===== src/sv/gpm_pkg.sv =====
// gpm_pkg: constants, codes and types shared by the glob pattern matcher
// no dependencies
`timescale 1ns / 1ps

package gpm_pkg;

  localparam int PATTERN_DEPTH = 64;
  localparam int SUBJECT_DEPTH = 256;
  localparam int PAW = $clog2(PATTERN_DEPTH);
  localparam int PCW = $clog2(PATTERN_DEPTH + 1);
  localparam int SAW = $clog2(SUBJECT_DEPTH);
  localparam int SCW = $clog2(SUBJECT_DEPTH + 1);

  localparam logic [7:0] CH_STAR   = 8'h2A;
  localparam logic [7:0] CH_QMARK  = 8'h3F;
  localparam logic [7:0] CH_LBRACK = 8'h5B;
  localparam logic [7:0] CH_BANG   = 8'h21;
  localparam logic [7:0] CH_RBRACK = 8'h5D;
  localparam logic [7:0] CH_DASH   = 8'h2D;
  localparam logic [7:0] CH_DOT    = 8'h2E;
  localparam logic [7:0] CH_BSLASH = 8'h5C;

  localparam int REG_IDX_W = 1;
  localparam logic [REG_IDX_W-1:0] REG_PERIOD_RULE = 1'b0;
  localparam logic [REG_IDX_W-1:0] REG_ESCAPES_OFF = 1'b1;

  typedef enum logic [1:0] {
    KIND_PAT  = 2'd0,
    KIND_SUBJ = 2'd1,
    KIND_EVAL = 2'd2,
    KIND_CLR  = 2'd3
  } kind_e;

  typedef enum logic [3:0] {
    DP_NOP,
    DP_LOAD_PAT,
    DP_LOAD_SUBJ,
    DP_CLR_PAT,
    DP_START,
    DP_LEAD,
    DP_STAR,
    DP_STEP,
    DP_PA_INC,
    DP_BANG,
    DP_SCAN_HIT,
    DP_MEMB,
    DP_SET_STEP,
    DP_BACK,
    DP_FINISH
  } dp_op_e;

  typedef struct packed {
    dp_op_e op;
  } dp_cmd_t;

  typedef struct packed {
    logic pat_end;
    logic subj_end;
    logic is_star;
    logic is_qmark;
    logic is_lbrack;
    logic is_esc;
    logic is_rbrack;
    logic lit_eq;
    logic star_last;
    logic lead_hit;
    logic set_pos_end;
    logic invert;
    logic memb_last;
    logic memb_hit;
    logic star_ok;
    logic ovf;
  } dp_status_t;

  typedef enum logic [2:0] {
    ST_IDLE,
    ST_LEAD,
    ST_MAIN,
    ST_ESC,
    ST_BANG,
    ST_SCAN,
    ST_MEMB,
    ST_FIN
  } state_e;

endpackage


===== src/sv/gpm_if.sv =====
// gpm_if: valid/ready channel interfaces for items in and results out
// depends on nothing
`timescale 1ns / 1ps

interface gpm_in_if;
  logic       valid;
  logic       ready;
  logic [1:0] kind;
  logic [7:0] char_code;
  modport source (output valid, kind, char_code, input ready);
  modport sink (input valid, kind, char_code, output ready);
endinterface

interface gpm_out_if;
  logic valid;
  logic ready;
  logic matched;
  logic overflowed;
  modport source (output valid, matched, overflowed, input ready);
  modport sink (input valid, matched, overflowed, output ready);
endinterface


===== src/sv/gpm_ram.sv =====
// gpm_ram: generic single write port ram with registered read
// no dependencies
`timescale 1ns / 1ps

module gpm_ram #(
  parameter int WIDTH = 8,
  parameter int DEPTH = 64
) (
  input  logic                     clk_i,
  input  logic                     we_i,
  input  logic [$clog2(DEPTH)-1:0] waddr_i,
  input  logic [WIDTH-1:0]         wdata_i,
  input  logic [$clog2(DEPTH)-1:0] raddr_i,
  output logic [WIDTH-1:0]         rdata_o
);

  logic [WIDTH-1:0] mem_q [DEPTH];

  always_ff @(posedge clk_i) begin
    if (we_i) begin
      mem_q[waddr_i] <= wdata_i;
    end
    rdata_o <= mem_q[raddr_i];
  end

endmodule


===== src/sv/gpm_datapath.sv =====
// gpm_datapath: pattern and subject stores, counters, match pointers and set scan
// depends on gpm_pkg and gpm_ram
`timescale 1ns / 1ps

module gpm_datapath (
  input  logic                         clk_i,
  input  logic                         rst_ni,
  input  logic                         cfg_we_i,
  input  logic [gpm_pkg::REG_IDX_W-1:0] cfg_idx_i,
  input  logic                         cfg_data_i,
  input  logic [7:0]                   char_code_i,
  input  gpm_pkg::dp_cmd_t             cmd_i,
  output gpm_pkg::dp_status_t          status_o
);
  import gpm_pkg::*;

  logic [PCW-1:0] pcount_q, pcount_d, pa_q, pa_d, pa_inc, pos;
  logic [PCW-1:0] star_p_q, star_p_d, first_q, first_d, close_q, close_d;
  logic [SCW-1:0] scount_q, scount_d, si_q, si_d, star_s_q, star_s_d;
  logic ovf_q, ovf_d, period_q, esc_off_q;
  logic have_star_q, have_star_d, lead_q, lead_d, invert_q, invert_d, hit_q, hit_d;
  logic [7:0] prev_q, prev_d, prev2_q, prev2_d, c, s, lo, hi;
  logic [1:0] cnt_q, cnt_d;
  logic pat_full, subj_full, pat_we, subj_we, bang, in_rng;

  gpm_ram #(.WIDTH(8), .DEPTH(PATTERN_DEPTH)) u_pat_ram (
    .clk_i   (clk_i),
    .we_i    (pat_we),
    .waddr_i (pcount_q[PAW-1:0]),
    .wdata_i (char_code_i),
    .raddr_i (pa_d[PAW-1:0]),
    .rdata_o (c)
  );

  gpm_ram #(.WIDTH(8), .DEPTH(SUBJECT_DEPTH)) u_subj_ram (
    .clk_i   (clk_i),
    .we_i    (subj_we),
    .waddr_i (scount_q[SAW-1:0]),
    .wdata_i (char_code_i),
    .raddr_i (si_d[SAW-1:0]),
    .rdata_o (s)
  );

  assign pat_full  = (pcount_q == PCW'(PATTERN_DEPTH));
  assign subj_full = (scount_q == SCW'(SUBJECT_DEPTH));
  assign pat_we    = (cmd_i.op == DP_LOAD_PAT) && !pat_full;
  assign subj_we   = (cmd_i.op == DP_LOAD_SUBJ) && !subj_full;

  // the read address is the next pointer, so read data always belongs to pa_q / si_q
  assign pa_inc = pa_q + 1'b1;
  assign bang   = (pa_q < pcount_q) && (c == CH_BANG);
  assign pos    = bang ? pa_inc : pa_q;
  assign lo     = (prev2_q < c) ? prev2_q : c;
  assign hi     = (prev2_q < c) ? c : prev2_q;
  assign in_rng = (s > lo) && (s < hi);

  always_comb begin
    status_o.pat_end     = (pa_q >= pcount_q);
    status_o.subj_end    = (si_q >= scount_q);
    status_o.is_star     = (c == CH_STAR);
    status_o.is_qmark    = (c == CH_QMARK);
    status_o.is_lbrack   = (c == CH_LBRACK);
    status_o.is_esc      = (c == CH_BSLASH) && !esc_off_q && (pa_inc < pcount_q);
    status_o.is_rbrack   = (c == CH_RBRACK);
    status_o.lit_eq      = (s == c);
    status_o.star_last   = (pa_inc >= pcount_q);
    status_o.lead_hit    = lead_q && (si_q == '0);
    status_o.set_pos_end = (pos >= pcount_q);
    status_o.invert      = invert_q;
    status_o.memb_last   = (pa_inc == close_q);
    // a dash that is neither first nor last in the set spans its neighbors
    status_o.memb_hit    = hit_q || (c == s) ||
                           ((cnt_q == 2'd2) && (prev_q == CH_DASH) && in_rng);
    status_o.star_ok     = have_star_q && (star_s_q < scount_q);
    status_o.ovf         = ovf_q;
  end

  always_comb begin
    pcount_d    = pcount_q;
    scount_d    = scount_q;
    ovf_d       = ovf_q;
    pa_d        = pa_q;
    si_d        = si_q;
    star_p_d    = star_p_q;
    star_s_d    = star_s_q;
    have_star_d = have_star_q;
    lead_d      = lead_q;
    invert_d    = invert_q;
    first_d     = first_q;
    close_d     = close_q;
    hit_d       = hit_q;
    cnt_d       = cnt_q;
    prev_d      = prev_q;
    prev2_d     = prev2_q;
    unique case (cmd_i.op)
      DP_NOP: begin
      end
      DP_LOAD_PAT: begin
        if (pat_full) ovf_d = 1'b1;
        else pcount_d = pcount_q + 1'b1;
      end
      DP_LOAD_SUBJ: begin
        if (subj_full) ovf_d = 1'b1;
        else scount_d = scount_q + 1'b1;
      end
      DP_CLR_PAT: pcount_d = '0;
      DP_START: begin
        pa_d        = '0;
        si_d        = '0;
        have_star_d = 1'b0;
      end
      DP_LEAD: lead_d = period_q && (scount_q != '0) && (s == CH_DOT);
      DP_STAR: begin
        pa_d        = pa_inc;
        star_p_d    = pa_inc;
        star_s_d    = si_q;
        have_star_d = 1'b1;
      end
      DP_STEP: begin
        si_d = si_q + 1'b1;
        pa_d = pa_inc;
      end
      DP_PA_INC: pa_d = pa_inc;
      DP_BANG: begin
        invert_d = bang;
        first_d  = pos;
        pa_d     = pos + 1'b1;
      end
      DP_SCAN_HIT: begin
        close_d = pa_q;
        pa_d    = first_q;
        hit_d   = 1'b0;
        cnt_d   = 2'd0;
      end
      DP_MEMB: begin
        hit_d   = status_o.memb_hit;
        prev2_d = prev_q;
        prev_d  = c;
        cnt_d   = (cnt_q == 2'd2) ? cnt_q : cnt_q + 1'b1;
        pa_d    = pa_inc;
      end
      DP_SET_STEP: begin
        si_d = si_q + 1'b1;
        pa_d = close_q + 1'b1;
      end
      DP_BACK: begin
        star_s_d = star_s_q + 1'b1;
        si_d     = star_s_q + 1'b1;
        pa_d     = star_p_q;
      end
      DP_FINISH: begin
        ovf_d    = 1'b0;
        scount_d = '0;
      end
      default: begin
      end
    endcase
  end

  always_ff @(posedge clk_i or negedge rst_ni) begin
    if (!rst_ni) begin
      pcount_q  <= '0;
      scount_q  <= '0;
      ovf_q     <= 1'b0;
      period_q  <= 1'b0;
      esc_off_q <= 1'b0;
    end else begin
      pcount_q <= pcount_d;
      scount_q <= scount_d;
      ovf_q    <= ovf_d;
      if (cfg_we_i && (cfg_idx_i == REG_PERIOD_RULE)) period_q <= cfg_data_i;
      if (cfg_we_i && (cfg_idx_i == REG_ESCAPES_OFF)) esc_off_q <= cfg_data_i;
    end
  end

  always_ff @(posedge clk_i) begin
    pa_q        <= pa_d;
    si_q        <= si_d;
    star_p_q    <= star_p_d;
    star_s_q    <= star_s_d;
    have_star_q <= have_star_d;
    lead_q      <= lead_d;
    invert_q    <= invert_d;
    first_q     <= first_d;
    close_q     <= close_d;
    hit_q       <= hit_d;
    cnt_q       <= cnt_d;
    prev_q      <= prev_d;
    prev2_q     <= prev2_d;
  end

endmodule


===== src/sv/gpm_ctrl.sv =====
// gpm_ctrl: sequencer of the matcher, handshakes and the result register
// depends on gpm_pkg
`timescale 1ns / 1ps

module gpm_ctrl (
  input  logic                clk_i,
  input  logic                rst_ni,
  input  logic                in_valid_i,
  input  logic [1:0]          in_kind_i,
  output logic                in_ready_o,
  output logic                out_valid_o,
  input  logic                out_ready_i,
  output logic                out_matched_o,
  output logic                out_overflowed_o,
  input  gpm_pkg::dp_status_t status_i,
  output gpm_pkg::dp_cmd_t    cmd_o
);
  import gpm_pkg::*;

  state_e state_q, state_d;
  logic   res_q, res_d;
  logic   out_valid_q, matched_q, ovf_out_q, slot_free;

  assign in_ready_o       = (state_q == ST_IDLE);
  assign out_valid_o      = out_valid_q;
  assign out_matched_o    = matched_q;
  assign out_overflowed_o = ovf_out_q;
  assign slot_free        = !out_valid_q || out_ready_i;

  // next state
  always_comb begin
    state_d = state_q;
    res_d   = res_q;
    unique case (state_q)
      ST_IDLE: begin
        if (in_valid_i && (kind_e'(in_kind_i) == KIND_EVAL)) state_d = ST_LEAD;
      end
      ST_LEAD: state_d = ST_MAIN;
      ST_MAIN: begin
        priority if (status_i.pat_end) begin
          if (status_i.subj_end) begin
            state_d = ST_FIN;
            res_d   = 1'b1;
          end else if (!status_i.star_ok) begin
            state_d = ST_FIN;
            res_d   = 1'b0;
          end
        end else if (status_i.is_star) begin
          if (status_i.lead_hit) begin
            state_d = ST_FIN;
            res_d   = 1'b0;
          end else if (status_i.star_last) begin
            state_d = ST_FIN;
            res_d   = 1'b1;
          end
        end else if (status_i.subj_end) begin
          if (!status_i.star_ok) begin
            state_d = ST_FIN;
            res_d   = 1'b0;
          end
        end else if (status_i.is_qmark) begin
          if (status_i.lead_hit) begin
            state_d = ST_FIN;
            res_d   = 1'b0;
          end
        end else if (status_i.is_lbrack) begin
          state_d = ST_BANG;
        end else if (status_i.is_esc) begin
          state_d = ST_ESC;
        end else begin
          if (!status_i.lit_eq && !status_i.star_ok) begin
            state_d = ST_FIN;
            res_d   = 1'b0;
          end
        end
      end
      ST_ESC: begin
        if (status_i.lit_eq || status_i.star_ok) begin
          state_d = ST_MAIN;
        end else begin
          state_d = ST_FIN;
          res_d   = 1'b0;
        end
      end
      ST_BANG: begin
        if (status_i.set_pos_end) begin
          state_d = ST_FIN;
          res_d   = 1'b0;
        end else begin
          state_d = ST_SCAN;
        end
      end
      ST_SCAN: begin
        priority if (status_i.pat_end) begin
          state_d = ST_FIN;
          res_d   = 1'b0;
        end else if (status_i.is_rbrack) begin
          if (status_i.invert && status_i.lead_hit) begin
            state_d = ST_FIN;
            res_d   = 1'b0;
          end else begin
            state_d = ST_MEMB;
          end
        end else begin
          state_d = ST_SCAN;
        end
      end
      ST_MEMB: begin
        if (status_i.memb_last) begin
          if ((status_i.memb_hit != status_i.invert) || status_i.star_ok) begin
            state_d = ST_MAIN;
          end else begin
            state_d = ST_FIN;
            res_d   = 1'b0;
          end
        end
      end
      ST_FIN: begin
        if (slot_free) state_d = ST_IDLE;
      end
      default: state_d = ST_IDLE;
    endcase
  end

  // datapath commands
  always_comb begin
    cmd_o.op = DP_NOP;
    unique case (state_q)
      ST_IDLE: begin
        if (in_valid_i) begin
          unique case (kind_e'(in_kind_i))
            KIND_PAT:  cmd_o.op = DP_LOAD_PAT;
            KIND_SUBJ: cmd_o.op = DP_LOAD_SUBJ;
            KIND_EVAL: cmd_o.op = DP_START;
            KIND_CLR:  cmd_o.op = DP_CLR_PAT;
            default:   cmd_o.op = DP_NOP;
          endcase
        end
      end
      ST_LEAD: cmd_o.op = DP_LEAD;
      ST_MAIN: begin
        priority if (status_i.pat_end) begin
          if (!status_i.subj_end && status_i.star_ok) cmd_o.op = DP_BACK;
        end else if (status_i.is_star) begin
          if (!status_i.lead_hit && !status_i.star_last) cmd_o.op = DP_STAR;
        end else if (status_i.subj_end) begin
          if (status_i.star_ok) cmd_o.op = DP_BACK;
        end else if (status_i.is_qmark) begin
          if (!status_i.lead_hit) cmd_o.op = DP_STEP;
        end else if (status_i.is_lbrack || status_i.is_esc) begin
          cmd_o.op = DP_PA_INC;
        end else if (status_i.lit_eq) begin
          cmd_o.op = DP_STEP;
        end else if (status_i.star_ok) begin
          cmd_o.op = DP_BACK;
        end else begin
          cmd_o.op = DP_NOP;
        end
      end
      ST_ESC: begin
        if (status_i.lit_eq) cmd_o.op = DP_STEP;
        else if (status_i.star_ok) cmd_o.op = DP_BACK;
      end
      ST_BANG: begin
        if (!status_i.set_pos_end) cmd_o.op = DP_BANG;
      end
      ST_SCAN: begin
        priority if (status_i.pat_end) begin
          cmd_o.op = DP_NOP;
        end else if (status_i.is_rbrack) begin
          if (!(status_i.invert && status_i.lead_hit)) cmd_o.op = DP_SCAN_HIT;
        end else begin
          cmd_o.op = DP_PA_INC;
        end
      end
      ST_MEMB: begin
        if (!status_i.memb_last) cmd_o.op = DP_MEMB;
        else if (status_i.memb_hit != status_i.invert) cmd_o.op = DP_SET_STEP;
        else if (status_i.star_ok) cmd_o.op = DP_BACK;
      end
      ST_FIN: begin
        if (slot_free) cmd_o.op = DP_FINISH;
      end
      default: cmd_o.op = DP_NOP;
    endcase
  end

  always_ff @(posedge clk_i or negedge rst_ni) begin
    if (!rst_ni) begin
      state_q     <= ST_IDLE;
      res_q       <= 1'b0;
      out_valid_q <= 1'b0;
    end else begin
      state_q <= state_d;
      res_q   <= res_d;
      if ((state_q == ST_FIN) && slot_free) out_valid_q <= 1'b1;
      else if (out_ready_i) out_valid_q <= 1'b0;
    end
  end

  always_ff @(posedge clk_i) begin
    if ((state_q == ST_FIN) && slot_free) begin
      matched_q <= res_q;
      ovf_out_q <= status_i.ovf;
    end
  end

endmodule


===== src/sv/glob_pattern_matcher.sv =====
// glob_pattern_matcher: top level, joins the sequencer and the datapath
// depends on gpm_pkg, gpm_if, gpm_ctrl and gpm_datapath
`timescale 1ns / 1ps

// Loads a glob pattern (up to 64 bytes) and a subject (up to 256 bytes) one byte per
// transaction, and on an evaluate transaction matches the whole subject against the
// pattern with '*', '?', bracket sets, escapes and the leading-period rule, giving one
// result transaction with matched and overflowed flags. Load and clear transactions
// give no result. An evaluate holds the input off through setup, each pattern step
// and each backtrack to the last star; a bracket set first looks for '!', then scans
// the bytes up to the closing ']', then tests each set byte for membership, so the
// worst case grows with pattern length times subject length. Each step reads one
// byte from each store through its registered read port. The result sits in an
// output register, so further loads are taken while it waits; the next evaluate
// finishes only once it is taken. There is no clearing pass after reset.
module glob_pattern_matcher (
  input  logic                         clk_i,
  input  logic                         rst_ni,
  input  logic                         cfg_we_i,
  input  logic [gpm_pkg::REG_IDX_W-1:0] cfg_idx_i,
  input  logic                         cfg_data_i,
  gpm_in_if.sink                       in_ch,
  gpm_out_if.source                    out_ch
);
  import gpm_pkg::*;

  dp_cmd_t    cmd;
  dp_status_t status;

  gpm_ctrl u_ctrl (
    .clk_i            (clk_i),
    .rst_ni           (rst_ni),
    .in_valid_i       (in_ch.valid),
    .in_kind_i        (in_ch.kind),
    .in_ready_o       (in_ch.ready),
    .out_valid_o      (out_ch.valid),
    .out_ready_i      (out_ch.ready),
    .out_matched_o    (out_ch.matched),
    .out_overflowed_o (out_ch.overflowed),
    .status_i         (status),
    .cmd_o            (cmd)
  );

  gpm_datapath u_datapath (
    .clk_i       (clk_i),
    .rst_ni      (rst_ni),
    .cfg_we_i    (cfg_we_i),
    .cfg_idx_i   (cfg_idx_i),
    .cfg_data_i  (cfg_data_i),
    .char_code_i (in_ch.char_code),
    .cmd_i       (cmd),
    .status_o    (status)
  );

`ifndef SYNTHESIS
  // an evaluate transaction holds the input off while the match runs
  assert property (@(posedge clk_i) disable iff (!rst_ni)
    (in_ch.valid && in_ch.ready && (in_ch.kind == KIND_EVAL)) |=> !in_ch.ready)
    else $error("input still ready after evaluate");

  // a result only appears after a match run
  assert property (@(posedge clk_i) disable iff (!rst_ni)
    $rose(out_ch.valid) |-> $past(!in_ch.ready))
    else $error("result without a match run");

  // store load commands are only issued for an accepted input transaction
  assert property (@(posedge clk_i) disable iff (!rst_ni)
    (cmd.op == DP_LOAD_PAT || cmd.op == DP_LOAD_SUBJ) |-> (in_ch.valid && in_ch.ready))
    else $error("store written without an accepted transaction");
`endif

endmodule


===== src/flat_wrapper.sv =====
// flat-port wrapper written by rule: the top's interface ports become plain ports
module glob_pattern_matcher_flat import gpm_pkg::*;
  (clk_i, rst_ni, cfg_we_i, cfg_idx_i, cfg_data_i, in_ch_valid, in_ch_kind, in_ch_char_code, in_ch_ready, out_ch_valid, out_ch_matched, out_ch_overflowed, out_ch_ready);
  gpm_in_if in_ch_i ();
  gpm_out_if out_ch_i ();
  input  logic clk_i;
  input  logic rst_ni;
  input  logic cfg_we_i;
  input  logic [gpm_pkg::REG_IDX_W-1:0] cfg_idx_i;
  input  logic cfg_data_i;
  input wire logic [$bits(in_ch_i.valid)-1:0] in_ch_valid;
  input wire logic [$bits(in_ch_i.kind)-1:0] in_ch_kind;
  input wire logic [$bits(in_ch_i.char_code)-1:0] in_ch_char_code;
  output wire logic [$bits(in_ch_i.ready)-1:0] in_ch_ready;
  output wire logic [$bits(out_ch_i.valid)-1:0] out_ch_valid;
  output wire logic [$bits(out_ch_i.matched)-1:0] out_ch_matched;
  output wire logic [$bits(out_ch_i.overflowed)-1:0] out_ch_overflowed;
  input wire logic [$bits(out_ch_i.ready)-1:0] out_ch_ready;
  assign in_ch_i.valid = in_ch_valid;
  assign in_ch_i.kind = in_ch_kind;
  assign in_ch_i.char_code = in_ch_char_code;
  assign in_ch_ready = in_ch_i.ready;
  assign out_ch_valid = out_ch_i.valid;
  assign out_ch_matched = out_ch_i.matched;
  assign out_ch_overflowed = out_ch_i.overflowed;
  assign out_ch_i.ready = out_ch_ready;
  glob_pattern_matcher u_core (.clk_i(clk_i), .rst_ni(rst_ni), .cfg_we_i(cfg_we_i), .cfg_idx_i(cfg_idx_i), .cfg_data_i(cfg_data_i), .in_ch(in_ch_i), .out_ch(out_ch_i));
endmodule

===== config.mk =====
export PLATFORM = sky130hd
export DESIGN_NAME = glob_pattern_matcher_flat
export DESIGN_NICKNAME = d
export VERILOG_FILES = /design/src/sv/gpm_pkg.sv /design/src/sv/gpm_if.sv /design/src/sv/gpm_ram.sv /design/src/sv/gpm_datapath.sv /design/src/sv/gpm_ctrl.sv /design/src/sv/glob_pattern_matcher.sv /design/src/flat_wrapper.sv
export SDC_FILE = /design/constraint.sdc
export NUM_CORES = 2
export LEC_CHECK = 0
export BUFFER_PORTS_ARGS = -buffer_cell sky130_fd_sc_hd__buf_2
export CAP_MARGIN = 20
export CORE_MARGIN = 2
export CORE_UTILIZATION = 39
export CTS_CLUSTER_SIZE = 12
export DETAILED_ROUTE_END_ITERATION = 16
export PLACE_DENSITY_LB_ADDON = 0.12
export SYNTH_ARGS = -nofsm -noshare
export SYNTH_HDL_FRONTEND = slang
export SYNTH_SLANG_ARGS = --single-unit

===== constraint.sdc =====
create_clock -name clk_i -period 8.6 [get_ports clk_i]
set_clock_uncertainty 0.05 [all_clocks]
set_input_delay 1.72 -clock clk_i [delete_from_list [all_inputs] [get_ports clk_i]]
set_output_delay 1.72 -clock clk_i [all_outputs]
set_load 0.05 [all_outputs]

==> impl_metrics.env <==
export IMPL_number_of_nets_in_the_layout=8905
export IMPL_synth_yosys_warnings=0
export IMPL_syn_area_mm2=0.110
export IMPL_initial_antenna_violation_count=12
export IMPL_start_util=0.392
export IMPL_synth_cells=8742
export IMPL_cell_internal_pwr_mw=21.2
export IMPL_total_switching_power_mw=5.49
export IMPL_post_synthesis_sequential_area_ratio=0.728
export IMPL_layout_worst_path_cycle_share=0.963
export IMPL_combinationalPowerShare=0.010
export IMPL_cts_tree="done"
export IMPL_dr_first_iter_drc_count=7093
export IMPL_overflow=0
export IMPL_hold_slack_ns=0.394
export IMPL_final_cell_mix="2616 x edfxtp_1, 2410 x nand2_1, 1317 x nand3_1"
export IMPL_slew_viol_final=0
export IMPL_synthArstFlopShare=0.00899
export IMPL_power_frac_seq=0.536
export IMPL_crit_path_max_incr_delay_ns=0.78
export IMPL_setup_viol=0
export IMPL_timing_worst_setup_path_type="reg2reg"
export IMPL_final_hold_violation_count=0
export IMPL_status="finished, final reports clean"
export IMPL_yosys_register_bits=2670
export IMPL_static_leakage_power_nw=41.4
export IMPL_worst_ir_drop_vdd_v=0.000157
export IMPL_fin_area_mm2=0.124
export IMPL_critPathLaunchType="flop"
export IMPL_grt_max_degree=161
export IMPL_area_inside_the_core_boundary_mm2=0.279
export IMPL_clkSinkCount=2670
export IMPL_setup_slack_ns=0.318
export IMPL_cts_root_buf="clkbuf_16"
export IMPL_die_height_um=534
export IMPL_wl_per_cell_um=26.4
export IMPL_syn_avg_cell_area_um2=12.5
export IMPL_deepest_level_of_the_cts_h_tree=5
export IMPL_fin_util=0.444
export IMPL_synth_edff_count=2616
export IMPL_drtPass1Iterations=6
export IMPL_dpl_hpwl_mm=205
export IMPL_areaGrowthSynthToFinish_pct=13.1
export IMPL_grt_total_usage=0.232
export IMPL_synth_nets=8835
export IMPL_cts_hold_buffers=0
export IMPL_clockPowerShare=0.454
export IMPL_ant_nets=0
export IMPL_timing_critical_path_slowest_stage_cell="or4_1"
export IMPL_most_common_cell_after_layout_fill_and_taps_aside="edfxtp_1"
export IMPL_grt_pass1_wl_mm=493
export IMPL_crit_path_end_kind="flop"
export IMPL_filler_cell_count=25400
export IMPL_shortest_clock_period_the_worst_path_allows_after_layout_ns=8.28
export IMPL_pre_cts_ws_ns=0.215
export IMPL_required_ns=9.33
export IMPL_netlist_cell_type_count=103
export IMPL_placement_io_buffers=20
export IMPL_layout_drive_gt1_share=0.0856
export IMPL_rsz0062_at_grt="true"
export IMPL_ctsLongestPathBuffers=4
export IMPL_synth_flop_cell="edfxtp_1"
export IMPL_worst_hold_path_type="reg2reg"
export IMPL_route_vias_total=71300
export IMPL_route_detailed_vias_per_inst=5.58
export IMPL_postPlaceCellArea_mm2=0.115
export IMPL_place_congestion=0.881
export IMPL_core_rowCount=194
export IMPL_slew_headroom=0.250
export IMPL_fmaxAchievable_mhz=121
export IMPL_cellPowerDensity_mw_per_mm2=215
export IMPL_worst_ep_arrival_time_ns=9.01
export IMPL_drc=0
export IMPL_critical_path_most_common_cell="nor2_1"
export IMPL_p_sw_frac=0.206
export IMPL_drt_wl_total_mm=338
export IMPL_insertion_delay_ns=0.91
export IMPL_tightestPinTransition_ns=1.12
export IMPL_tritoncts_num_buffers=299
export IMPL_critical_path_max_fanout=66
export IMPL_drv_max_cap_violation_count=0
export IMPL_num_io_pins=21
export IMPL_die_width_um=534
export IMPL_number_of_global_route_vias_before_repair=69400
export IMPL_cts_clk_slew_worst_paths_ns=0.06
export IMPL_floorplan_die_area_mm2=0.285
-- final timing paths --
check	startpoint	slack [ns]	cells after the start	end
max	u_core.u_datapath.u_pat_ram.rdata_o[1]$_DFF_P_	0.32	27	u_core.u_datapath.u_subj_ram.rdata_o[5]$_DFF_P_
min	u_core.u_datapath.prev_q[2]$_DFFE_PP_	0.39	0	u_core.u_datapath.prev2_q[2]$_DFFE_PP_
max reg2reg	u_core.u_datapath.u_pat_ram.rdata_o[1]$_DFF_P_	0.32	27	u_core.u_datapath.u_subj_ram.rdata_o[5]$_DFF_P_
min reg2reg	u_core.u_datapath.prev_q[2]$_DFFE_PP_	0.39	0	u_core.u_datapath.prev2_q[2]$_DFFE_PP_
max in group asynchronous	rst_ni	7.15	1	u_core.u_datapath.pcount_q[4]$_DFFE_PN0P_
min in group asynchronous	rst_ni	0.85	1	u_core.u_datapath.esc_off_q$_DFFE_PN0P_
-- cells in the mapped netlist (48+ instances only) --
cell type / count / area [µm²]
ha_1: 76 / 951
edfxtp_1: 2616 / 78600
mux2i_1: 82 / 821
a21oi_1: 211 / 1060
a32oi_1: 65 / 569
and3_1: 57 / 357
o21ai_0: 54 / 270
nand3_1: 1319 / 6600
buf_4: 50 / 375
a31oi_1: 139 / 870
clkbuf_1: 186 / 698
nor3_1: 86 / 430
nand2_1: 2417 / 9070
inv_1: 48 / 180
nor2_1: 426 / 1600
buf_2: 243 / 1220
nand4_1: 111 / 694
-- state kept, by name (all words and copies together), names as in the netlist, 7 cells and up --
signal,count
u_core.u_datapath.scount_q,9
u_core.u_datapath.prev2_q,8
u_core.u_datapath.u_subj_ram.rdata_o,8
u_core.u_datapath.u_pat_ram.rdata_o,8
u_core.u_datapath.star_p_q,7
u_core.u_datapath.u_pat_ram.mem_q,512
u_core.u_datapath.si_q,9
u_core.u_datapath.first_q,7
u_core.u_datapath.pa_q,7
u_core.u_datapath.star_s_q,9
u_core.u_datapath.u_subj_ram.mem_q,2048
u_core.u_datapath.close_q,7
u_core.u_datapath.pcount_q,7
u_core.u_datapath.prev_q,8
-- power groups by stage --
stage	Combinational, mW	Sequential, mW	Clock, mW
after floorplan	0.00326	14.6	0
after global placement	0.273	14.6	0
after detailed placement	0.280	14.6	0
after CTS	0.279	14.3	12.3
after global routing	0.289	14.3	12.8
final	0.270	14.3	12.1
-- per-stage QoR --
stage / power [mW] / setup TNS, ns / std cells
floorplan: 14.6 / 0 / 8742
global placement: 14.8 / 0 / 12200
detailed placement: 14.8 / 0 / 12200
CTS: 26.9 / 0 / 12800
global route: 27.3 / -0.0265 / 12800
finish: 26.7 / 0 / 12800
-- what timing repair did --
action                     in CTS  in global routing
gates resized for setup         0                 11
buffers inserted                0                  2
setup endpoints to repair       0                 54
-- critical path, delay by kind of cell (launching register included) --
family	cells	cell delay [ns]
and+or+nand+nor	12	3.52
adders and majority gates	2	0.62
AOI/OAI and AO/OA	8	2.22
muxes	1	0.22
buffers and inverters	4	0.93
DFF	1	0.45
-- per-layer routing --
metal,global-route usage,up-vias,share of wire
li1,-,32100,-
met1,0.331,36300,0.44
met2,0.373,2358,0.47
met3,0.0289,484,0.057
met4,0.0649,0,0.029
met5,0,-,0
-- final cells by class --
| type | count | area [µm²] | share of cell area |
|---|---|---|---|
| Sequential cell | 2670 | 79800 | 0.643 |
| Multi-Input combinational cell | 5481 | 27200 | 0.220 |
| Clock buffer | 403 | 8170 | 0.0659 |
| Tap cell | 3724 | 4660 | 0.0376 |
| Timing Repair Buffer | 302 | 2950 | 0.0238 |
| Clock inverter | 132 | 943 | 0.00761 |
| Inverter | 58 | 259 | 0.00209 |
| Antenna cell | 1 | 2.50 | 0.0000202 |
-- cells by family after synthesis --
kind of cell | count (synthesis) | synth area share
compound gates | 668 | 0.0412
xor+xnor | 52 | 0.00428
fa+ha+maj | 76 | 0.00868
buf+inv | 591 | 0.0254
flops | 2670 | 0.728
mux | 90 | 0.00831
simple gates | 4595 | 0.184
(Power assumes the default switching activity.)
